<file path="src/rtl/pwrbd_pkg.sv">
`timescale 1ns / 1ps
// ----------------------------------------------------------------------------
// pwrbd_pkg
// Shared types and constants of the pulse width RF bit decoder.
// ----------------------------------------------------------------------------
package pwrbd_pkg;

    localparam int unsigned TIME_W    = 16;
    localparam int unsigned BYTE_W    = 8;
    localparam int unsigned KIND_W    = 2;
    localparam int unsigned PHASE_W   = 4;
    localparam int unsigned BITCNT_W  = 3;
    localparam int unsigned MAX_RES   = 3;
    localparam int unsigned RESCNT_W  = 2;
    localparam int unsigned PADDR_W   = 5;
    localparam int unsigned PDATA_W   = 32;

    typedef enum logic [KIND_W-1:0] {
        KIND_LOST = 2'd0,
        KIND_SYNC = 2'd1,
        KIND_DATA = 2'd2
    } t_kind;

    typedef enum logic [2:0] {
        REG_ONE_MIN  = 3'd0,
        REG_ONE_MAX  = 3'd1,
        REG_ZERO_MIN = 3'd2,
        REG_ZERO_MAX = 3'd3,
        REG_GAP_MIN  = 3'd4,
        REG_GAP_MAX  = 3'd5
    } t_reg_idx;

    localparam logic [TIME_W-1:0]   RST_ONE_MIN  = 16'd250;
    localparam logic [TIME_W-1:0]   RST_ONE_MAX  = 16'd500;
    localparam logic [TIME_W-1:0]   RST_ZERO_MIN = 16'd650;
    localparam logic [TIME_W-1:0]   RST_ZERO_MAX = 16'd950;
    localparam logic [TIME_W-1:0]   RST_GAP_MIN  = 16'd150;
    localparam logic [TIME_W-1:0]   RST_GAP_MAX  = 16'd500;

    localparam logic [PHASE_W-1:0]  PHASE_FIRST_ZERO = 4'd4;
    localparam logic [PHASE_W-1:0]  PHASE_LAST_ZERO  = 4'd7;
    localparam logic [PHASE_W-1:0]  PHASE_SYNC       = 4'd8;
    localparam logic [BITCNT_W-1:0] BITCNT_LAST      = 3'd7;
    localparam logic [BYTE_W-1:0]   SYNC_BYTE_A      = 8'hE0;
    localparam logic [BYTE_W-1:0]   SYNC_BYTE_B      = 8'hF0;

    typedef struct packed {
        logic [TIME_W-1:0] one_min;
        logic [TIME_W-1:0] one_max;
        logic [TIME_W-1:0] zero_min;
        logic [TIME_W-1:0] zero_max;
        logic [TIME_W-1:0] gap_min;
        logic [TIME_W-1:0] gap_max;
    } t_cfg;

    typedef struct packed {
        logic [PHASE_W-1:0]  phase;
        logic [BYTE_W-1:0]   word;
        logic [BITCNT_W-1:0] count;
    } t_state;

    typedef struct packed {
        t_kind             kind;
        logic [BYTE_W-1:0] data;
        logic              last;
    } t_result;

    typedef struct packed {
        t_state                 state;
        logic [RESCNT_W-1:0]    count;
        t_result [MAX_RES-1:0]  res;
    } t_step;

endpackage

</file>
<file path="src/rtl/pulse_width_rf_bit_decoder.sv">
`timescale 1ns / 1ps
// ----------------------------------------------------------------------------
// pulse_width_rf_bit_decoder
// On-off keyed pulse width decoder with sync detection and byte output.
// ----------------------------------------------------------------------------
// Each item is one edge with the interval since the previous edge. An item is
// registered and decoded, and its results (none, one or three) are loaded into a
// three-entry result register once it is empty or gives up its last result; it
// drains one result per cycle while i_ready is high. A new item is taken every
// cycle while edges cause at most one result and the output is not stalled; an
// edge that reaches sync holds the input until the last of its three results is taken.
// Timing windows are written through the APB port at byte addresses 0 to 20.
// ----------------------------------------------------------------------------
module pulse_width_rf_bit_decoder (
    input  logic                               i_clk,
    input  logic                               i_rst_n,
    input  logic                               i_valid,
    output logic                               o_ready,
    input  logic                               i_edge_rising,
    input  logic [pwrbd_pkg::TIME_W-1:0]       i_interval_us,
    output logic                               o_valid,
    input  logic                               i_ready,
    output logic [pwrbd_pkg::KIND_W-1:0]       o_event_kind,
    output logic [pwrbd_pkg::BYTE_W-1:0]       o_data_byte,
    output logic                               o_last_of_run,
    input  logic                               psel,
    input  logic                               penable,
    input  logic                               pwrite,
    input  logic [pwrbd_pkg::PADDR_W-1:0]      paddr,
    input  logic [pwrbd_pkg::PDATA_W-1:0]      pwdata,
    output logic [pwrbd_pkg::PDATA_W-1:0]      prdata,
    output logic                               pready
);
    import pwrbd_pkg::*;

    t_cfg                   r_cfg;
    t_state                 r_state;
    logic                   r_in_valid;
    logic                   r_in_rising;
    logic [TIME_W-1:0]      r_in_interval;
    t_result [MAX_RES-1:0]  r_res;
    logic [RESCNT_W-1:0]    r_res_cnt;

    t_step                  step;
    logic                   advance;
    logic                   pop;
    t_reg_idx               reg_idx;
    logic                   cfg_wr;

    assign pready  = 1'b1;
    assign reg_idx = t_reg_idx'(paddr[PADDR_W-1:2]);
    assign cfg_wr  = psel && penable && pwrite;

    always_ff @(posedge i_clk) begin
        if (!i_rst_n) begin
            r_cfg.one_min  <= RST_ONE_MIN;
            r_cfg.one_max  <= RST_ONE_MAX;
            r_cfg.zero_min <= RST_ZERO_MIN;
            r_cfg.zero_max <= RST_ZERO_MAX;
            r_cfg.gap_min  <= RST_GAP_MIN;
            r_cfg.gap_max  <= RST_GAP_MAX;
        end else if (cfg_wr) begin
            unique case (reg_idx)
                REG_ONE_MIN:  r_cfg.one_min  <= pwdata[TIME_W-1:0];
                REG_ONE_MAX:  r_cfg.one_max  <= pwdata[TIME_W-1:0];
                REG_ZERO_MIN: r_cfg.zero_min <= pwdata[TIME_W-1:0];
                REG_ZERO_MAX: r_cfg.zero_max <= pwdata[TIME_W-1:0];
                REG_GAP_MIN:  r_cfg.gap_min  <= pwdata[TIME_W-1:0];
                REG_GAP_MAX:  r_cfg.gap_max  <= pwdata[TIME_W-1:0];
                default: ;
            endcase
        end
    end

    always_comb begin
        prdata = '0;
        unique case (reg_idx)
            REG_ONE_MIN:  prdata[TIME_W-1:0] = r_cfg.one_min;
            REG_ONE_MAX:  prdata[TIME_W-1:0] = r_cfg.one_max;
            REG_ZERO_MIN: prdata[TIME_W-1:0] = r_cfg.zero_min;
            REG_ZERO_MAX: prdata[TIME_W-1:0] = r_cfg.zero_max;
            REG_GAP_MIN:  prdata[TIME_W-1:0] = r_cfg.gap_min;
            REG_GAP_MAX:  prdata[TIME_W-1:0] = r_cfg.gap_max;
            default:      prdata = '0;
        endcase
    end

    pwrbd_decode u_decode (
        .i_cfg         (r_cfg),
        .i_state       (r_state),
        .i_edge_rising (r_in_rising),
        .i_interval_us (r_in_interval),
        .o_step        (step)
    );

    assign pop     = o_valid && i_ready;
    assign advance = r_in_valid && ((r_res_cnt == '0) || (r_res_cnt == 2'd1 && pop));
    assign o_ready = !r_in_valid || advance;

    always_ff @(posedge i_clk) begin
        if (!i_rst_n) begin
            r_in_valid <= 1'b0;
        end else if (o_ready) begin
            r_in_valid <= i_valid;
        end
    end

    always_ff @(posedge i_clk) begin
        if (o_ready && i_valid) begin
            r_in_rising   <= i_edge_rising;
            r_in_interval <= i_interval_us;
        end
    end

    always_ff @(posedge i_clk) begin
        if (!i_rst_n) begin
            r_state <= '0;
        end else if (advance) begin
            r_state <= step.state;
        end
    end

    always_ff @(posedge i_clk) begin
        if (!i_rst_n) begin
            r_res_cnt <= '0;
        end else if (advance) begin
            r_res_cnt <= step.count;
        end else if (pop) begin
            r_res_cnt <= r_res_cnt - 1'b1;
        end
    end

    always_ff @(posedge i_clk) begin
        if (advance) begin
            r_res <= step.res;
        end else if (pop) begin
            r_res[0] <= r_res[1];
            r_res[1] <= r_res[2];
        end
    end

    assign o_valid       = (r_res_cnt != '0);
    assign o_event_kind  = r_res[0].kind;
    assign o_data_byte   = r_res[0].data;
    assign o_last_of_run = r_res[0].last;

endmodule

</file>
<file path="src/rtl/pwrbd_decode.sv">
`timescale 1ns / 1ps
// ----------------------------------------------------------------------------
// pwrbd_decode
// Classifies one edge against the timing windows and computes the next
// decoder state together with the results the edge causes.
// ----------------------------------------------------------------------------
module pwrbd_decode (
    input  pwrbd_pkg::t_cfg                   i_cfg,
    input  pwrbd_pkg::t_state                 i_state,
    input  logic                              i_edge_rising,
    input  logic [pwrbd_pkg::TIME_W-1:0]      i_interval_us,
    output pwrbd_pkg::t_step                  o_step
);
    import pwrbd_pkg::*;

    logic              in_one;
    logic              in_zero;
    logic              gap_ok;
    logic              do_reset;
    logic              do_bit;
    logic              bit_val;
    logic              do_sync;
    logic [BYTE_W-1:0] shifted;

    assign in_one  = (i_interval_us >= i_cfg.one_min)  && (i_interval_us <= i_cfg.one_max);
    assign in_zero = (i_interval_us >= i_cfg.zero_min) && (i_interval_us <= i_cfg.zero_max);
    assign gap_ok  = (i_interval_us >= i_cfg.gap_min)  && (i_interval_us <= i_cfg.gap_max);
    assign shifted = {i_state.word[BYTE_W-2:0], bit_val};

    always_comb begin
        do_reset = 1'b0;
        do_bit   = 1'b0;
        bit_val  = 1'b0;
        do_sync  = 1'b0;
        o_step   = '0;
        o_step.state = i_state;

        if (i_edge_rising) begin
            do_reset = !gap_ok;
        end else if (in_one) begin
            if (i_state.phase == PHASE_SYNC) begin
                do_bit  = 1'b1;
                bit_val = 1'b1;
            end else if (i_state.phase < PHASE_FIRST_ZERO) begin
                o_step.state.phase = i_state.phase + 1'b1;
            end else begin
                do_reset = 1'b1;
            end
        end else if (in_zero) begin
            if (i_state.phase == PHASE_SYNC) begin
                do_bit = 1'b1;
            end else if (i_state.phase >= PHASE_FIRST_ZERO && i_state.phase < PHASE_SYNC) begin
                o_step.state.phase = i_state.phase + 1'b1;
                do_sync = (i_state.phase == PHASE_LAST_ZERO);
            end else begin
                do_reset = 1'b1;
            end
        end else begin
            do_reset = 1'b1;
        end

        if (do_reset) begin
            o_step.state = '0;
            if (i_state.phase == PHASE_SYNC) begin
                o_step.count       = 2'd1;
                o_step.res[0].kind = KIND_LOST;
                o_step.res[0].last = 1'b1;
            end
        end

        if (do_bit) begin
            if (i_state.count == BITCNT_LAST) begin
                o_step.state.word  = '0;
                o_step.state.count = '0;
                o_step.count       = 2'd1;
                o_step.res[0].kind = KIND_DATA;
                o_step.res[0].data = shifted;
                o_step.res[0].last = 1'b1;
            end else begin
                o_step.state.word  = shifted;
                o_step.state.count = i_state.count + 1'b1;
            end
        end

        if (do_sync) begin
            o_step.count       = 2'd3;
            o_step.res[0].kind = KIND_SYNC;
            o_step.res[1].kind = KIND_DATA;
            o_step.res[1].data = SYNC_BYTE_A;
            o_step.res[2].kind = KIND_DATA;
            o_step.res[2].data = SYNC_BYTE_B;
            o_step.res[2].last = 1'b1;
        end
    end

endmodule

</file>
<file path="config.mk">
export PLATFORM = sky130hd
export DESIGN_NAME = pulse_width_rf_bit_decoder
export DESIGN_NICKNAME = d
export VERILOG_FILES = /design/src/rtl/pwrbd_pkg.sv /design/src/rtl/pulse_width_rf_bit_decoder.sv /design/src/rtl/pwrbd_decode.sv
export SDC_FILE = /design/constraint.sdc
export NUM_CORES = 1
export LEC_CHECK = 0
export ABC_AREA = 1
export BUFFER_PORTS_ARGS = -buffer_cell sky130_fd_sc_hd__buf_2
export CAP_MARGIN = 20
export CORE_MARGIN = 8
export CORE_UTILIZATION = 44
export DETAILED_ROUTE_END_ITERATION = 16
export GPL_TIMING_DRIVEN = 0
export HOLD_SLACK_MARGIN = 0.06
export PLACE_DENSITY = 0.67
export SLEW_MARGIN = 20
export SYNTH_ARGS = -nofsm -noshare
export SYNTH_HDL_FRONTEND = slang
export SYNTH_SLANG_ARGS = --single-unit
</file>
<file path="constraint.sdc">
create_clock -name i_clk -period 2.7 [get_ports i_clk]
set_input_delay 0.135 -clock i_clk [delete_from_list [all_inputs] [get_ports i_clk]]
set_output_delay 0.135 -clock i_clk [all_outputs]
set_load 0.02 [all_outputs]
</file>
==> out/results.txt, run 1 <==
root buffer cell - clkbuf_16
Clock Skew - 0.01121 ns
share of layout cells above drive strength 1 - 0.1579
grt total ovfl - 0
fraction of registers with async set/reset - 0
Syn Inst Count - 1073
core area - 0.01927 mm2
Initial DRT Pass Iterations - 5
Req. time, crit path - 3.02 ns
Worst setup EP type - flop
synth unique cells - 40
r2r setup slk - 0.18 ns
most common cell after layout, fill and taps aside - inv_1
setup TNS - 0 ns
DP Wirelength - 19730 um
Placement Setup Slack - 0.1033 ns
Die Ht - 155.3 um
Port Buf Inserts - 70
largest area contributor in the netlist - dfxtp_1
number of DRC markers in iteration 0 - 786
Least-Margin Pin Slew - 0.9517 ns
Final Critical Period - 2.523 ns
Hold Crit Class - in2reg
P&R area growth vs syn - 20.10%
Post-synth EDFFs - 31
hold_ws - 0.07186 ns
initial antenna violation count - 0
synth top area cells - dfxtp_1 (27%), ha_1 (15%), edfxtp_1 (11%), a21oi_1 (7.6%), inv_1 (7.3%)
final core utilization - 0.5323
fmax - 396.3 MHz
Vias - 7960
CP arrival - 2.85 ns
Slew HR - 0.3649
top-area cell type share of the netlist area - 0.2672
CTS max path bufs - 2
final setup fails - 0
fin. max-slew vios - 0
largest net degree at the start of global routing - 18
outcome - finished, final reports clean
Post-Layout Inst Area - 0.01026 mm2
syn_area_per_cell - 7.961 um2
Max VDD drop - 0.4544 mV
DP Area - 0.009280 mm2
RSZ-0062 raised after global routing - false
DRC violations left - 0
global-route wire length before repair - 42180 um
final cell count without fillers - 1487
synth warn - 0
Max Cap Viol - 0
clk sinks - 145
routed wire length - 27580 um
Max FO, Critical Path - 10
H-tree depth - 4
ANT cells - 0
RePlAce Congestion - 0.9310
Hold Vio Cnt, Final - 0
final worst-path cycle share - 0.9346
vias in the first global route - 7375
Total Routing Usage GR - 0.2296
Num CTS Buffers - 17
sequential element share of the synthesized area - 0.3762
Pleak - 4.727 nW
worst skew pair latency - 0.43 ns
WL/cell - 18.54 um
final net count - 1372
WS Path Type - reg2reg
nature of the critical path startpoint - flop
Power, Total - 6.595 mW
Worst-path clk slew - 0.07 ns
ANT nets after route - 0
leading register cell type out of synthesis - dfxtp_1
Starting Density - 0.4433
row count - 51
die area - 0.02413 mm2
register bit total from synthesis - 145
IO Count - 107
commonest non-fill, non-tap cells in the layout - inv_1 (166), nand2_1 (147), a21oi_1 (127)
Cell Count Post-Placement - 1423
mapped cell area - 0.008542 mm2
Cell Pwr Density - 642.8 mW/mm2
TritonCTS clock tree - done
final worst setup slack - 0.1765 ns
Vias/cell - 5.353
chip width - 155.3 um
## critical path: stages, from the launching register on
cell      delay, ns
edfxtp_1       0.50
ha_1           0.34
nand2_1        0.10
nor4_1         0.47
nand2_1        0.10
nand2_1        0.07
nand2_1        0.05
nand2_1        0.13
nand2_2        0.10
nand3_2        0.12
nand2_4        0.10
buf_8          0.15
a21oi_1        0.12
nor2_1         0.06
## cell type report
cell class | instances | area, um2
Clock buffer | 19 | 442.9
Multi-Input combinational cell | 709 | 4422
Inverter | 174 | 653.1
Clock inverter | 13 | 173.9
Buffer | 60 | 360.3
Sequential cell | 145 | 3213
Timing Repair Buffer | 102 | 661.9
Fill cell | 1893 | 9012
Tap cell | 265 | 331.6
## per-layer routing
layer	track usage	share of wire	vias to the layer above
met5	0	0	-
met4	0.09843	0.031	0
met3	0.04577	0.081	57
met2	0.3601	0.45	333
met1	0.3015	0.44	3691
li1	-	-	3879
## registers in the layout, summed over array words and instances (netlist names)
name and flops:
o_last_of_run 1, r_cfg 96, o_data_byte 8, r_in_rising 1, r_res 4, r_in_interval 16, o_event_kind 2, r_in_valid 1
r_state 14, r_res_cnt 2
## synthesized netlist by cell type, types with 3 or more instances
library cell,count
inv_2,8
nand2_4,5
nor3_1,9
nand2_1,149
o211ai_1,18
buf_4,27
nor3_2,5
inv_1,166
o21ai_0,90
nand3_1,29
nand4_1,9
ha_1,102
nand3_2,3
nand2_2,11
o21bai_1,3
a221oi_1,14
o221ai_1,14
buf_2,7
dfxtp_1,114
o21ai_1,9
a21oi_1,130
o22ai_1,13
nor2_2,6
edfxtp_1,31
clkbuf_1,23
nor2_1,57
## kinds of logic after synthesis
family | synth area share
fa+ha+maj | 0.1494
flops | 0.3762
compound gates | 0.1992
simple gates | 0.1554
buf+inv | 0.1179
other cells | 0.0008792
xor+xnor | 0.001026
## worst paths after layout
| check | startpoint | endpoint | cells after the start |
|---|---|---|---|
| max reg2reg | r_in_interval[15]$_DFFE_PP_ | r_state[0]$_SDFFE_PN0P_ | 13 |
| min | pwdata[5] | r_cfg[37]$_SDFFE_PN1P_ | 3 |
| min reg2reg | r_res[11]$_SDFFE_PP0P_ | r_res[11]$_SDFFE_PP0P_ | 2 |
| max | r_in_interval[15]$_DFFE_PP_ | r_state[0]$_SDFFE_PN0P_ | 13 |
## report_power, final
group / leakage [nW] / total, mW / internal (mW) / switching (mW)
Clock: 0.290 / 2.52 / 1.50 / 1.02
Combinational: 3.21 / 1.51 / 0.563 / 0.952
Sequential: 1.23 / 2.56 / 2.44 / 0.114
## what timing repair did
action | in CTS | in global routing
setup endpoints to repair | 0 | 21
hold buffers | 27 | 0
resized for setup | 0 | 13
setup buffers | 0 | 5
endpoints found under the hold margin | 48 | 0
(Power assumes the default switching activity.)
==> inputs of run 2 (changes only) <==
Settings changed: CORE_MARGIN 8 to 5, GPL_TIMING_DRIVEN 0 to not set.
==> run 2 against run 1 <==
Compared with the run above: via count is 5.5% lower; die area is 7.6% lower; critical endpoint is now r_state[4]$_SDFFE_PN0P_; global-route usage shrank 1.4 points; routed wire length decreased by 14%; critical path depth grew 2; first-iteration DRC count is 15% lower; register-to-register slack hardly changed; cell count decreased by 3.0%.
==> out/results.txt, run 2 (synthesis gave the netlist of run 1 again) <==
Max Cap Viol - 0 (unchanged)
Total Routing Usage GR - 0.2159 (-0.01367)
RSZ-0062 raised after global routing - true
commonest non-fill, non-tap cells in the layout - inv_1 (166), nand2_1 (148), a21oi_1 (129)
number of DRC markers in iteration 0 - 666 (-15%)
die area - 0.02230 mm2 (-7.6%)
Max VDD drop - 0.4967 mV (+9.3%)
Die Ht - 149.3 um (-3.9%)
Vias - 7521 (-5.5%)
DP Wirelength - 17010 um (-14%)
IO Count - 107 (unchanged)
most common cell after layout, fill and taps aside - inv_1
clk sinks - 145 (unchanged)
Biggest register - r_cfg
share of layout cells above drive strength 1 - 0.1350 (-0.02296)
Port Buf Inserts - 71 (+1.4%)
routed wire length - 23720 um (-14%)
Hold Vio Cnt, Final - 0 (unchanged)
Initial DRT Pass Iterations - 5 (unchanged)
Worst setup EP type - flop
register area - 0.003213 mm2 (unchanged)
core area - 0.01927 mm2 (unchanged)
most frequent CP cell - nand2_1
nature of the critical path startpoint - flop
Hold Crit Class - in2reg
number of flip-flops under the largest register name - 96 (unchanged)
fin. max-slew vios - 0 (unchanged)
initial antenna violation count - 0 (unchanged)
WS Path Type - reg2reg
ANT cells - 0 (unchanged)
global-route wire length before repair - 37120 um (-12%)
WL/cell - 16.44 um (-11%)
Clock Skew - 0.009889 ns (-0.001321 ns)
fmax - 394.0 MHz (-0.57%)
final setup fails - 0 (unchanged)
hold_ws - 0.08050 ns (+0.008647 ns)
min-delay src - pwdata[10]
DRC violations left - 0 (unchanged)
H-tree depth - 4 (unchanged)
ANT nets after route - 0 (unchanged)
largest net degree at the start of global routing - 91 (+73)
clock power share - 0.373 (-0.009)
Num CTS Buffers - 17 (unchanged)
final net count - 1328 (-3.2%)
Top Registers - r_cfg: 96 flops, r_in_interval: 16 flops, r_state: 14 flops
Worst-path clk slew - 0.06 ns (about the same)
CP cell instances - ha_1 -> nand2_1 -> nor2_1 -> nor2_1 -> nand2_1 -> nand2_1 -> nand3_2 -> nand3_1 -> nand2_1 -> inv_1 -> nand2_2 -> nand3_2 -> nand2_4 -> a21oi_1 -> nor2_1
Max FO, Critical Path - 18 (+8)
filler cell count - 1860 (-1.7%)
postcts setup bufs - 0 (unchanged)
Crit path max-delay family - simple AND/OR/NAND/NOR gates
CP arrival - 2.86 ns (about the same)
Power, Total - 6.200 mW (-6.0%)
Pleak - 4.578 nW (-3.2%)
CTS max path bufs - 2 (unchanged)
Logic pwr share - 0.216 (-0.014)
slowest stage cell, crit path - edfxtp_1
Final Critical Period - 2.538 ns (+0.01450 ns)
Seq pwr share - 0.411 (+0.023)
row count - 51 (unchanged)
Vias/cell - 5.212 (-2.6%)
grt total ovfl - 0 (unchanged)
Cell Pwr Density - 623.0 mW/mm2 (-3.1%)
Crit path buffers/inverters - 1 (unchanged)
Slew HR - 0.3336 (-0.03129)
CP Launch Point - r_in_interval[7]$_DFFE_PP_
P&R area growth vs syn - 16.51%
area occupied by multi-input gates - 0.004390 mm2 (-0.71%)
root buffer cell - clkbuf_16
Starting Density - 0.4433 (unchanged)
switching share of power - 0.3124 (-0.004531)
Switch Pwr - 1.937 mW (-7.3%)
TritonCTS clock tree - done
Least-Margin Pin Slew - 0.9985 ns (+0.04688 ns)
RR Startpoint - r_in_interval[7]$_DFFE_PP_
RePlAce Congestion - 0.9087 (-2.4%)
Req. time, crit path - 3.02 ns (about the same)
Int Pwr - 4.263 mW (-5.4%)
slowest stage delay, CP - 0.51 ns (about the same)
vias in the first global route - 6817 (-7.6%)
chip width - 149.3 um (-3.9%)
worst skew pair latency - 0.43 ns (about the same)
final worst-path cycle share - 0.9400 (+0.005371)
outcome - finished, final reports clean
-- run 2: per-stage QoR --
stage	setup TNS [ns]	cells	setup slack [ns]	cell area (um2)	utilization
final	0	1443	0.1620	9952	0.5164
after global routing	-0.002782	1443	-0.002782	9952	0.5164
after CTS	0	1443	0.1163	9940	0.5158
after detailed placement	0	1377	0.1446	9029	0.4685
after global placement	0	1377	0.2108	9029	0.4685
after floorplan	0	1088	0.5762	8598	-
-- run 2: layout make-up --
type | instances | share of cell area
clock buffer | 20 | 0.04388
sequential | 145 | 0.3229
inverter | 174 | 0.06563
clock inverter | 12 | 0.01345
tap | 265 | 0.03332
multi-input combinational | 709 | 0.4412
timing repair buffer | 118 | 0.07971
-- run 2: worst min-delay path: stages --
cell and delay [ns]:
buf_2 0.14, o21ai_0 0.09, a21oi_1 0.10
-- run 2: per-layer routing --
layer	global-route usage	vias to the layer above	wire, um
met2	0.3419	263	10840
li1	-	3789	-
met1	0.3002	3429	10710
met4	0.06453	0	427
met5	0	-	0
met3	0.04132	40	1746
-- run 2: path summary, 6_finish.rpt --
path | endpoint | slack (ns) | depth (start not counted)
setup / recovery | r_state[4]$_SDFFE_PN0P_ | 0.16 | 15
hold / removal | r_cfg[74]$_SDFFE_PN0P_ | 0.08 | 3
setup reg to reg | r_state[4]$_SDFFE_PN0P_ | 0.16 | 15
hold reg to reg | r_res[11]$_SDFFE_PP0P_ | 0.45 | 2
-- run 2: timing repair --
item / CTS / global route
endpoints found under the setup margin: 0 / 13
endpoints found under the hold margin: 76 / 0
hold buffers: 34 / 0
gates resized for setup: 0 / 3
-- run 2: power groups by stage --
| stage | sequential [mW] | combinational, mW | clock (mW) |
|---|---|---|---|
| floorplan | 2.57 | 1.03 | 0 |
| global placement | 2.59 | 1.27 | 0 |
| detailed placement | 2.60 | 1.29 | 0 |
| CTS | 2.55 | 1.34 | 2.34 |
| global route | 2.57 | 1.52 | 2.43 |
| finish | 2.55 | 1.34 | 2.31 |
